===== src/hw/rtl/gslc_pkg.sv =====
`default_nettype none
package gslc_pkg;

  localparam int MAX_ENTRIES_DEF = 256;
  localparam int CODE_W = 16;
  localparam int SLOT_W = 8;
  localparam int AGE_W = 8;
  localparam int CAP_W = 9;
  localparam int LEN_W = 16;
  localparam int CNT_W = 16;
  localparam logic [CAP_W-1:0] CAP_RESET = 9'd256;
  localparam logic [AGE_W-1:0] AGE_LIMIT = 8'hff;
  localparam logic [CNT_W-1:0] CNT_LIMIT = 16'hffff;

  typedef struct packed {
    logic [CODE_W-1:0] code;
    logic [SLOT_W-1:0] slot;
    logic [AGE_W-1:0]  age;
  } entry_t;

  localparam int ENTRY_W = $bits(entry_t);

  typedef enum logic [4:0] {
    OP_NONE,
    OP_LOAD,
    OP_BATCH,
    OP_AGE_RD,
    OP_AGE_WR,
    OP_SINIT,
    OP_SRCH,
    OP_SCMP,
    OP_PROBE,
    OP_HIT,
    OP_FILL_FREE,
    OP_SCAN_INIT,
    OP_SCAN_RD,
    OP_SCAN_CMP,
    OP_MV_INIT,
    OP_DN_RD,
    OP_DN_WR,
    OP_UP_RD,
    OP_UP_WR,
    OP_PLACE
  } op_t;

  typedef struct packed {
    op_t op;
  } cmd_t;

  typedef struct packed {
    logic first;
    logic overflow;
    logic used_zero;
    logic lo_lt_hi;
    logic lo_lt_used;
    logic code_hit;
    logic room;
    logic idx_last;
    logic mv_down;
    logic mv_up;
    logic dn_done;
    logic up_done;
  } stat_t;

endpackage
`default_nettype wire


===== src/hw/rtl/gslc_ctrl.sv =====
`default_nettype none
module gslc_ctrl
  import gslc_pkg::*;
(
  input  wire logic  clk,
  input  wire logic  rst,
  input  wire logic  start,
  output logic       busy,
  input  wire stat_t st,
  output cmd_t       cmd
);

  typedef enum logic [4:0] {
    S_IDLE, S_BATCH, S_AGE_RD, S_AGE_WR, S_SINIT, S_SRCH, S_SCMP, S_PROBE, S_PCHK,
    S_MISS, S_SCAN_RD, S_SCAN_CMP, S_MVSEL, S_DN_RD, S_DN_WR, S_UP_RD, S_UP_WR, S_PLACE
  } state_t;

  state_t state, state_next;

  always_comb begin
    state_next = state;
    cmd.op = OP_NONE;
    case (state)
      S_IDLE: begin
        if (start) begin
          cmd.op = OP_LOAD;
          state_next = S_BATCH;
        end
      end
      S_BATCH: begin
        if (st.first) begin
          cmd.op = OP_BATCH;
          state_next = (st.overflow && !st.used_zero) ? S_AGE_RD : S_SINIT;
        end else begin
          state_next = S_SINIT;
        end
      end
      S_AGE_RD: begin
        cmd.op = OP_AGE_RD;
        state_next = S_AGE_WR;
      end
      S_AGE_WR: begin
        cmd.op = OP_AGE_WR;
        state_next = st.idx_last ? S_SINIT : S_AGE_RD;
      end
      S_SINIT: begin
        cmd.op = OP_SINIT;
        state_next = S_SRCH;
      end
      S_SRCH: begin
        cmd.op = OP_SRCH;
        state_next = st.lo_lt_hi ? S_SCMP : S_PROBE;
      end
      S_SCMP: begin
        cmd.op = OP_SCMP;
        state_next = S_SRCH;
      end
      S_PROBE: begin
        cmd.op = OP_PROBE;
        state_next = st.lo_lt_used ? S_PCHK : S_MISS;
      end
      S_PCHK: begin
        if (st.code_hit) begin
          cmd.op = OP_HIT;
          state_next = S_IDLE;
        end else begin
          state_next = S_MISS;
        end
      end
      S_MISS: begin
        if (st.room) begin
          cmd.op = OP_FILL_FREE;
          state_next = S_MVSEL;
        end else begin
          cmd.op = OP_SCAN_INIT;
          state_next = S_SCAN_RD;
        end
      end
      S_SCAN_RD: begin
        cmd.op = OP_SCAN_RD;
        state_next = S_SCAN_CMP;
      end
      S_SCAN_CMP: begin
        cmd.op = OP_SCAN_CMP;
        state_next = st.idx_last ? S_MVSEL : S_SCAN_RD;
      end
      S_MVSEL: begin
        cmd.op = OP_MV_INIT;
        if (st.mv_down) begin
          state_next = S_DN_RD;
        end else if (st.mv_up) begin
          state_next = S_UP_RD;
        end else begin
          state_next = S_PLACE;
        end
      end
      S_DN_RD: begin
        cmd.op = OP_DN_RD;
        state_next = S_DN_WR;
      end
      S_DN_WR: begin
        cmd.op = OP_DN_WR;
        state_next = st.dn_done ? S_PLACE : S_DN_RD;
      end
      S_UP_RD: begin
        cmd.op = OP_UP_RD;
        state_next = S_UP_WR;
      end
      S_UP_WR: begin
        cmd.op = OP_UP_WR;
        state_next = st.up_done ? S_PLACE : S_UP_RD;
      end
      S_PLACE: begin
        cmd.op = OP_PLACE;
        state_next = S_IDLE;
      end
      default: begin
        state_next = S_IDLE;
      end
    endcase
  end

  always_ff @(posedge clk) begin
    if (rst) begin
      state <= S_IDLE;
      busy <= 1'b0;
    end else begin
      state <= state_next;
      busy <= (state_next != S_IDLE);
    end
  end

  // Results leave only from the two terminal states, and both return to idle.
  a_term_idle: assert property (@(posedge clk) disable iff (rst)
    (cmd.op == OP_HIT || cmd.op == OP_PLACE) |=> !busy)
    else $error("terminal step did not return to idle");
  a_busy_state: assert property (@(posedge clk) disable iff (rst)
    busy == (state != S_IDLE))
    else $error("busy out of step with state");
  a_start_taken: assert property (@(posedge clk) disable iff (rst)
    (start && !busy) |=> busy)
    else $error("accepted request did not raise busy");

endmodule
`default_nettype wire


===== config.mk =====
export PLATFORM = sky130hd
export DESIGN_NAME = gslc_ctrl
export DESIGN_NICKNAME = d
export VERILOG_FILES = /design/src/hw/rtl/gslc_pkg.sv /design/src/hw/rtl/gslc_ctrl.sv
export SDC_FILE = /design/constraint.sdc
export NUM_CORES = 1
export LEC_CHECK = 0
export BUFFER_PORTS_ARGS = -buffer_cell sky130_fd_sc_hd__buf_4
export CORE_AREA = 2 2 39 41
export CTS_CLUSTER_DIAMETER = 100
export DETAILED_ROUTE_END_ITERATION = 12
export DIE_AREA = 0 0 41 43
export PLACE_DENSITY = 0.79
export SYNTH_ARGS = -nofsm -noshare
export SYNTH_HDL_FRONTEND = slang
export SYNTH_SLANG_ARGS = --single-unit

===== constraint.sdc =====
create_clock -name clk -period 3.1 [get_ports clk]
set_clock_uncertainty 0.05 [all_clocks]
set_input_delay 0.31 -clock clk [delete_from_list [all_inputs] [get_ports clk]]
set_output_delay 0.31 -clock clk [all_outputs]
set_load 0.02 [all_outputs]

==> run_results.csv, run 1 <==
group,metric,value,unit
run_status,outcome,"finished clean",
worst_setup_path,worst_r2r_path_depth,5,
placed_design,dp_hpwl,1.200,mm
logic_synthesis,synth_top_family_by_area,"simple AND/OR/NAND/NOR gates",
floorplanning,pin_count,21,
drt,ant_nets,0,
worst_setup_path,ff2ff_setup_slack,1.09,ns
logic_synthesis,synth-seq-area-share,0.1829,
worst_setup_path,worstReg2RegStart,"state[2]",
logic_synthesis,ys_ff_latch,6,
worst_setup_path,slowest_delay,0.80,ns
pwr,fin_total_pwr,0.2729,mW
logic_synthesis,syn-instance-count,91,
sta,fmaxAchievable,459.6,MHz
logic_synthesis,synth-main-ff-cell,"dfxtp_1",
placed_design,portBuffers,20,
global_route,gr-total-overflow,0,
clock_tree,cts_hold_buf,0,
sta,period_minus_slack,2.176,ns
cells_and_area,area_growth,22.10,%
logic_synthesis,synthSimpleGateAreaFrac,0.4210,
clock_tree,numCtsBuffers,3,
placed_design,post-place-cells,118,
drt,routed_wirelength,1.623,mm
floorplanning,die_h,43,um
logic_synthesis,syn_area_per_cell,7.218,um2
worst_setup_path,r2r_end,"busy",
worst_setup_path,cp_max_fo,22,
worst_setup_path,worstPathRequired,2.74,ns
pwr,irDropWorstVdd,0.2799,mV
sta,slew_headroom,0.4983,
logic_synthesis,synth_nets,106,
drt,wl_per_cell,13.41,um
clock_tree,cts_tree,"done",
worst_setup_path,endpoint_kind,"primary output",
hold_path,worstHoldPathCells,2,
worst_setup_path,worstPathArrival,1.82,ns
logic_synthesis,synth_fa_ha_area_frac,0,
sta,finalCritPeriodShare,0.7019,
cells_and_area,final_layout_size_suffix_gt1_frac,0.2381,
logic_synthesis,muxShareOfSynthArea,0.03238,
worst_setup_path,crit_slowest_cell,"dfxtp_1",
run,drv_cap,0,
clock_tree,h-tree-depth,1,
logic_synthesis,synth_cell_types,41,
drt,drc,0,
drt,vias,760,
clock_tree,clkSlewWorstSetupHoldPaths,0.04,ns
logic_synthesis,synth_xor_area_frac,0.01333,
cells_and_area,nets,122,
drt,drt_iter0_drc,9,
logic_synthesis,synth.yosys.warnings,0,
cells_and_area,antenna_cells,0,
worst_setup_path,path_class,"reg2out",
floorplanning,start_util,0.4747,
sta,slew_viol_final,0,
logic_synthesis,synth.largest_area_cell,"dfxtp_1",
floorplanning,die_w,41,um
floorplanning,design.core.area,0.001384,mm2
logic_synthesis,synth_compound_area_frac,0.2610,
pwr,powerDensity,340.2,mW/mm2
worst_setup_path,crit_path_end,"cmd[0]",
clock_tree,clk-insertion-delay-late,0.24,ns
clock_tree,postCtsSetupBuffers,0,
logic_synthesis,netlist_area,656.9,um2
logic_synthesis,synth_edf_count,0,
sta,worst_slack,0.9240,ns
pwr,p_leak,0.3046,nW
floorplanning,rows,14,
drt,drtPass1Iterations,4,
sta,setup_viol,0,
cells_and_area,layout.cells.non_filler,121,
logic_synthesis,synth_area_leaders,"dfxtp_1 (18%), a21oi_1 (5.3%), nor2_1 (5.1%)",
global_route,grt_max_degree,23,
worst_setup_path,cp_cell_sequence,"nor2_2 > a21oi_1 > nand2_1 > o21ai_1 > o31ai_1 > buf_4",
worst_setup_path,crit_path_start_kind,"flip-flop",
sta,worst_pin_slew,0.7516,ns
sta,rsz0062_at_grt,"no",
sta,setup_total_negative_slack,0,ns
logic_synthesis,synth_top_area_share,0.1829,
clock_tree,cts_resized,0,
global_route,grtUsageTotal,0.2060,
clock_tree,clockRootBuffer,"clkbuf_4",
clock_tree,cts_max_path_buffers,2,
clock_tree,clkSinkCount,6,
logic_synthesis,synthArstFlopShare,0,
drt,viasPerCell,6.281,
global_route,antenna_found_initial,0,
global_route,grt_pass1_wl,2.594,mm
placed_design,post-place-ws,1.112,ns
placed_design,place_congestion,0.8869,
sta,hold_viol,0,
hold_path,hp-class,"in2reg",
floorplanning,die_area,0.001763,mm2
global_route,grt_pass1_vias,640,
worst_setup_path,critPathLaunch,"state[2]",
## worst max-delay path: cells and delay by family (launching register included)
family	cells	cell delay [ns]
buffers and inverters	1	0.18
AOI/OAI and AO/OA	3	0.37
and+or+nand+nor	2	0.22
DFF	1	0.80
## cell type report
type | instances | area (um2)
multi-input cells | 73 | 478.0
flip-flops and latches | 6 | 120.1
clock buffers | 3 | 22.52
repair buffers | 20 | 150.1
well taps | 16 | 20.02
inverters | 3 | 11.26
fillers | 132 | 581.8
## metal layers
metal	GRT usage	vias to the layer above	part of all wire
met5	0	-	0
met4	0.08667	0	0.0074
met3	0.01571	2	0.070
met2	0.3375	32	0.52
met1	0.2613	347	0.40
li1	-	379	-
## layout by cell type, fill, tap and decap left out, types with 3 or more instances in the layout
cell / synthesis / routed
nor2_1: 9 / 9
nor2b_1: 4 / 4
clkbuf_4: 0 / 3
nor4_1: 4 / 4
and3_1: 3 / 3
nand2_1: 6 / 6
a31oi_1: 4 / 4
a21oi_1: 7 / 7
inv_1: 3 / 3
dfxtp_1: 6 / 6
nor3_1: 3 / 3
buf_4: 0 / 20
## through the flow
step / instance area [um2] / hold slack [ns] / utilization
2_1_floorplan: 656.9 / 0.3291 / -
3_3_place_gp: 779.5 / 0.4611 / 0.5633
3_5_place_dp: 779.5 / 0.4639 / 0.5633
4_1_cts: 802.0 / 0.2093 / 0.5796
5_1_grt: 802.0 / 0.2098 / 0.5796
6_report: 802.0 / 0.2182 / 0.5796
## flip-flops by register name, summed over array words and instances, names as in the netlist
signal / cells
state: 5
busy: 1
## cell families (layout without fill, tap and decap cells)
| group | count (synthesis) | count (layout) |
|---|---|---|
| buffers and inverters | 12 | 26 |
| muxes | 2 | 2 |
| AOI/OAI and AO/OA | 25 | 25 |
| and+or+nand+nor | 45 | 45 |
| DFF | 6 | 6 |
| xor gates and xnor gates | 1 | 1 |
## synthesized netlist by cell type, drive strengths merged (2+ instances only)
cell,count
a211o,2
a211oi,2
a21oi,7
a31oi,4
and3,3
buf,6
clkbuf,3
dfxtp,6
inv,3
nand2,6
nand2b,2
nor2,10
nor2b,4
nor3,3
nor4,4
nor4b,2
o21ai,2
or4,2
## how the worst min path moves through the flow
stage | startpoint | end | slack (ns)
after global routing | rst | busy | 0.21
after global placement | rst | busy | 0.46
final | rst | busy | 0.22
after detailed placement | rst | busy | 0.46
after floorplan | rst | state[3] | 0.33
after CTS | rst | state[2] | 0.21
## power breakdown
part | switching, mW | internal (mW) | leakage (nW)
Combinational | 0.0479 | 0.0505 | 0.242
Clock | 0.0240 | 0.0435 | 0.0138
Sequential | 0.0230 | 0.0839 | 0.0492
Total | 0.0949 | 0.178 | 0.305
(Power assumes the default switching activity.)
==> inputs of run 2 (changes only) <==
--- a/config.mk
+++ b/config.mk
@@ -6,11 +6,11 @@
 export NUM_CORES = 1
 export LEC_CHECK = 0
 export BUFFER_PORTS_ARGS = -buffer_cell sky130_fd_sc_hd__buf_4
-export CORE_AREA = 2 2 39 41
+export CORE_MARGIN = 1
+export CORE_UTILIZATION = 49
 export CTS_CLUSTER_DIAMETER = 100
 export DETAILED_ROUTE_END_ITERATION = 12
-export DIE_AREA = 0 0 41 43
-export PLACE_DENSITY = 0.79
+export PLACE_DENSITY = 0.78
 export SYNTH_ARGS = -nofsm -noshare
 export SYNTH_HDL_FRONTEND = slang
 export SYNTH_SLANG_ARGS = --single-unit
==> constraint.sdc (replaced) <==
create_clock -name clk -period 2.1 [get_ports clk]
set_clock_uncertainty 0.05 [all_clocks]
set_input_delay 0.21 -clock clk [delete_from_list [all_inputs] [get_ports clk]]
set_output_delay 0.21 -clock clk [all_outputs]
set_load 0.02 [all_outputs]
==> run_results.csv, run 2 (synthesized netlist as in run 1, its figures left out) <==
group,metric,value,unit
drt,wl_per_cell,13.89,um
drt,ant_nets,0,
sta,hold_viol,0,
worst_setup_path,worstPathArrival,1.73,ns
worst_setup_path,worstPathRequired,1.84,ns
worst_setup_path,crit_path_start_kind,"flip-flop",
global_route,grt_pass1_wl,2.842,mm
global_route,grtUsageTotal,0.2780,
cells_and_area,top_regs,"state (5), busy (1)",
pwr,irDropWorstVdd,0.3798,mV
floorplanning,die_h,38.62,um
clock_tree,numCtsBuffers,3,
clock_tree,clockRootBuffer,"clkbuf_4",
global_route,grt_pass1_vias,664,
worst_setup_path,ff2ff_setup_slack,0.24,ns
placed_design,placed_area,814.5,um2
floorplanning,die_w,38.62,um
sta,period_minus_slack,1.995,ns
worst_setup_path,cp_max_fo,13,
cells_and_area,final_layout_size_suffix_gt1_frac,0.2727,
hold_path,hp-class,"in2reg",
floorplanning,pin_count,21,
sta,slew_headroom,0.6670,
cells_and_area,layout_commonest_cell,"buf_4",
floorplanning,start_util,0.5609,
cells_and_area,nets,127,
placed_design,place_congestion,0.9949,
floorplanning,rows,12,
pwr,fin_total_pwr,0.4234,mW
clock_tree,clkSinkCount,6,
clock_tree,clkSlewWorstSetupHoldPaths,0.05,ns
floorplanning,design.core.area,0.001171,mm2
cells_and_area,fin_util,0.7147,
sta,setup_viol,0,
sta,setup_total_negative_slack,0,ns
clock_tree,cts_resized,0,
clock_tree,h-tree-depth,1,
sta,fmaxAchievable,501.3,MHz
worst_setup_path,crit_slowest_cell,"dfxtp_1",
drt,routed_wirelength,1.722,mm
drt,vias,791,
clock_tree,cts_hold_buf,0,
drt,drc,0,
global_route,antenna_found_initial,0,
placed_design,post-place-cells,121,
worst_setup_path,worstReg2RegStart,"state[4]",
clock_tree,clk-insertion-delay-late,0.25,ns
cells_and_area,design_area,837.1,um2
worst_setup_path,cp_cell_sequence,"buf_4 > nor2_1 > nor2_1 > a211o_1 > a31o_1 > buf_4",
worst_setup_path,critPathLaunch,"state[2]",
placed_design,dp_hpwl,1.260,mm
cells_and_area,layout.cells.non_filler,124,
cells_and_area,largest_reg_flops,5,
drt,viasPerCell,6.379,
cells_and_area,top_register,"state",
cells_and_area,area_growth,27.43,%
clock_tree,postCtsSetupBuffers,0,
drt,drtPass1Iterations,5,
run,drv_cap,0,
cells_and_area,antenna_cells,0,
clock_tree,cts_tree,"done",
sta,rsz0062_at_grt,"no",
global_route,gr-total-overflow,0,
global_route,grt_max_degree,17,
placed_design,portBuffers,20,
sta,finalCritPeriodShare,0.9498,
pwr,p_leak,0.3313,nW
sta,slew_viol_final,0,
sta,worst_pin_slew,0.4989,ns
cells_and_area,final_cell_mix,"buf_4 (25), nor2_1 (9), a21oi_1 (7), nand2_1 (6), dfxtp_1 (6)",
worst_setup_path,path_class,"reg2out",
run_status,outcome,"finished clean",
clock_tree,cts_max_path_buffers,2,
drt,drt_iter0_drc,19,
worst_setup_path,endpoint_kind,"primary output",
worst_setup_path,slowest_delay,0.46,ns
hold_path,holdCritStartpoint,"rst",
pwr,powerDensity,505.8,mW/mm2
floorplanning,die_area,0.001491,mm2
## run 2: cell type report
type	instances	area, um2
Fill cell	100	334.1
Sequential cell	6	120.1
Multi-Input combinational cell	73	478.0
Clock buffer	3	22.52
Inverter	3	11.26
Timing Repair Buffer	25	187.7
Tap cell	14	17.52
## run 2: path summary, 6_finish.rpt
check / to / depth (start not counted)
worst max-delay path: cmd[1] / 6
worst min-delay path: busy / 2
worst max register to register: busy / 5
worst min register to register: state[1] / 3
## run 2: where the power goes
| group | total [mW] | leakage, nW | internal, mW | switching (mW) |
|---|---|---|---|---|
| Combinational | 0.163 | 0.268 | 0.0815 | 0.0814 |
| Sequential | 0.147 | 0.0492 | 0.124 | 0.0238 |
| Clock | 0.113 | 0.0138 | 0.0651 | 0.0481 |
## run 2: per-stage QoR
| step | hold WS, ns | setup slack, ns |
|---|---|---|
| global placement | 0.3622 | 0.2725 |
| finish | 0.1090 | 0.1053 |
| global route | 0.1133 | 0.02443 |
| detailed placement | 0.3647 | 0.2613 |
| floorplan | 0.2291 | 0.2752 |
| CTS | 0.1090 | 0.1129 |
## run 2: metal layers
metal	track usage	routed length (um)
met5	0	0
met4	0.1034	49
met3	0.05202	131
met2	0.4375	761
met1	0.3723	780
## run 2: critical path: cells and delay by family, from the launching register on
family,cells,cell delay [ns]
flops,1,0.46
simple gates,2,0.14
compound gates,2,0.48
buf+inv,2,0.40
==> inputs of run 3 (changes only) <==
--- a/config.mk
+++ b/config.mk
@@ -5,12 +5,13 @@
 export SDC_FILE = /design/constraint.sdc
 export NUM_CORES = 1
 export LEC_CHECK = 0
+export ABC_AREA = 1
 export BUFFER_PORTS_ARGS = -buffer_cell sky130_fd_sc_hd__buf_4
 export CORE_MARGIN = 1
-export CORE_UTILIZATION = 49
+export CORE_UTILIZATION = 50
 export CTS_CLUSTER_DIAMETER = 100
 export DETAILED_ROUTE_END_ITERATION = 12
-export PLACE_DENSITY = 0.78
+export PLACE_DENSITY = 0.79
 export SYNTH_ARGS = -nofsm -noshare
 export SYNTH_HDL_FRONTEND = slang
 export SYNTH_SLANG_ARGS = --single-unit
==> run_results.csv, run 3 <==
group,metric,value,unit
hold_path,hp-class,"in2reg",
logic_synthesis,syn-instance-count,130,
clock_tree,numCtsBuffers,3,
logic_synthesis,netlist_area,710.7,um2
run_status,outcome,"finished clean",
worst_setup_path,worstPathRequired,1.84,ns
pwr,p_int,0.3483,mW
clock_tree,clockRootBuffer,"clkbuf_4",
logic_synthesis,ys_ff_latch,6,
clock_tree,cts_tree,"done",
pwr,comb_power_share,0.592,
clock_tree,clkSlewWorstSetupHoldPaths,0.05,ns
pwr,p_clk_frac,0.157,
cells_and_area,top_register,"state",
logic_synthesis,synth_top_area_share,0.1743,
global_route,grtUsageTotal,0.2966,
drt,drtPass1Iterations,5,
clock_tree,cts_resized,0,
logic_synthesis,synth_area_leaders,"nand2_1 (17%), dfxtp_1 (17%), nand3_1 (14%)",
placed_design,dp_hpwl,1.560,mm
sta,fmaxAchievable,515.3,MHz
pwr,powerDensity,733.9,mW/mm2
logic_synthesis,synth-main-ff-cell,"dfxtp_1",
sta,rsz0062_at_grt,"no",
placed_design,post-place-cells,164,
logic_synthesis,syn_area_per_cell,5.467,um2
placed_design,post-place-ws,0.4527,ns
drt,drt_iter0_drc,36,
drt,ant_nets,0,
cells_and_area,design_area,887.1,um2
cells_and_area,final_layout_size_suffix_gt1_frac,0.2697,
sta,slew_headroom,0.6853,
drt,drc,0,
sta,worst_pin_slew,0.4715,ns
sta,setup_total_negative_slack,0,ns
cells_and_area,antenna_cells,0,
global_route,grt_max_degree,12,
floorplanning,pin_count,21,
pwr,irDropWorstVdd,0.5382,mV
clock_tree,clkSinkCount,6,
logic_synthesis,synth-seq-area-share,0.1690,
cells_and_area,final_cell_mix,"nand2_1 (33), nor2_1 (21), buf_4 (21), nand3_1 (20), inv_1 (14)",
logic_synthesis,synth.yosys.warnings,0,
cells_and_area,area_growth,24.82,%
placed_design,portBuffers,20,
drt,wl_per_cell,11.45,um
logic_synthesis,synth_common_cells,"nand2_1 (33), nor2_1 (21), nand3_1 (20), inv_1 (14)",
logic_synthesis,synth_edf_count,0,
logic_synthesis,synth.largest_area_cell,"nand2_1",
sta,setup_viol,0,
worst_setup_path,cp_max_fo,9,
sta,hold_slack,0.1051,ns
placed_design,placed_area,864.6,um2
floorplanning,die_h,39.70,um
drt,viasPerCell,5.347,
pwr,fin_total_pwr,0.6511,mW
sta,slew_viol_final,0,
logic_synthesis,synth_nets,145,
placed_design,place_congestion,0.9361,
cells_and_area,top_regs,"state (5), busy (1)",
cells_and_area,nets,169,
global_route,antenna_found_initial,0,
pwr,p_seq_frac,0.251,
run,drv_cap,0,
pwr,p_leak,0.5337,nW
floorplanning,die_area,0.001576,mm2
global_route,gr-total-overflow,0,
clock_tree,postCtsSetupBuffers,0,
floorplanning,design.core.area,0.001318,mm2
worst_setup_path,worstPathArrival,1.68,ns
cells_and_area,layout.cells.non_filler,167,
drt,vias,893,
worst_setup_path,path_class,"reg2out",
clock_tree,h-tree-depth,1,
floorplanning,rows,13,
global_route,grt_pass1_vias,777,
sta,period_minus_slack,1.941,ns
worst_setup_path,endpoint_kind,"primary output",
cells_and_area,largest_reg_flops,5,
pwr,p_sw,0.3028,mW
cells_and_area,layout_commonest_cell,"nand2_1",
logic_synthesis,synth.most_common_cell,"nand2_1",
drt,routed_wirelength,1.912,mm
sta,hold_viol,0,
global_route,grt_pass1_wl,3.111,mm
clock_tree,cts_max_path_buffers,2,
clock_tree,cts_hold_buf,0,
pwr,p_sw_frac,0.4651,
floorplanning,die_w,39.70,um
logic_synthesis,synth_cell_types,17,
sta,worst_slack,0.1594,ns
floorplanning,start_util,0.5394,
logic_synthesis,synthArstFlopShare,0,
sta,finalCritPeriodShare,0.9241,
clock_tree,clk-insertion-delay-late,0.24,ns
worst_setup_path,crit_path_start_kind,"flip-flop",
cells_and_area,fin_util,0.6733,
cells_and_area,filler_cell_count,134,
## run 3: cell types whose count changed after synthesis, sizes merged, moves of 3 or more
cell,change
and3,-3
inv,+16
a21oi,-4
buf,-4
nand2,+28
clkbuf,-3
nor2,+20
a31oi,-4
nor4,-4
nand4,+6
nand3,+21
nor2b,-4
## run 3: area by class of cell
cell class | count | area [um2] | area share
well taps | 15 | 18.77 | 0.02116
repair buffers | 21 | 157.7 | 0.1777
inverters | 19 | 76.32 | 0.08604
flip-flops and latches | 6 | 120.1 | 0.1354
clock buffers | 3 | 22.52 | 0.02539
multi-input cells | 103 | 491.7 | 0.5543
## run 3: power groups by stage
stage          combinational (mW)  clock, mW  sequential (mW)
2_1_floorplan               0.255          0            0.171
3_3_place_gp                0.377          0            0.166
3_5_place_dp                0.382          0            0.165
4_1_cts                     0.382      0.104            0.163
5_1_grt                     0.421      0.112            0.167
6_report                    0.385      0.102            0.164
## run 3: critical path: stages, from the launching register on
cell,delay (ns)
dfxtp_1,0.61
inv_6,0.07
nand3_1,0.19
o21ai_0,0.15
nor3_1,0.20
nand2_1,0.07
buf_4,0.16
## run 3: cells by family after synthesis
family | synth area share
buf+inv | 0.1391
simple gates | 0.6321
compound gates | 0.05986
flops | 0.1690
## run 3: routing by layer
metal  routed length (um)  global-route usage  vias to the layer above
li1                     -                   -                      468
met1                  875              0.3670                      376
met2                  876              0.5082                       45
met3                  132             0.03409                        4
met4                   28              0.1207                        0
met5                    0                   0                        -
## run 3: final timing paths
kind / from / to / slack (ns) / depth (start not counted)
setup / recovery: state[4] / cmd[0] / 0.16 / 6
setup reg to reg: state[4] / busy / 0.48 / 9
hold / removal: rst / state[3] / 0.11 / 2
hold reg to reg: state[2] / state[2] / 0.74 / 5
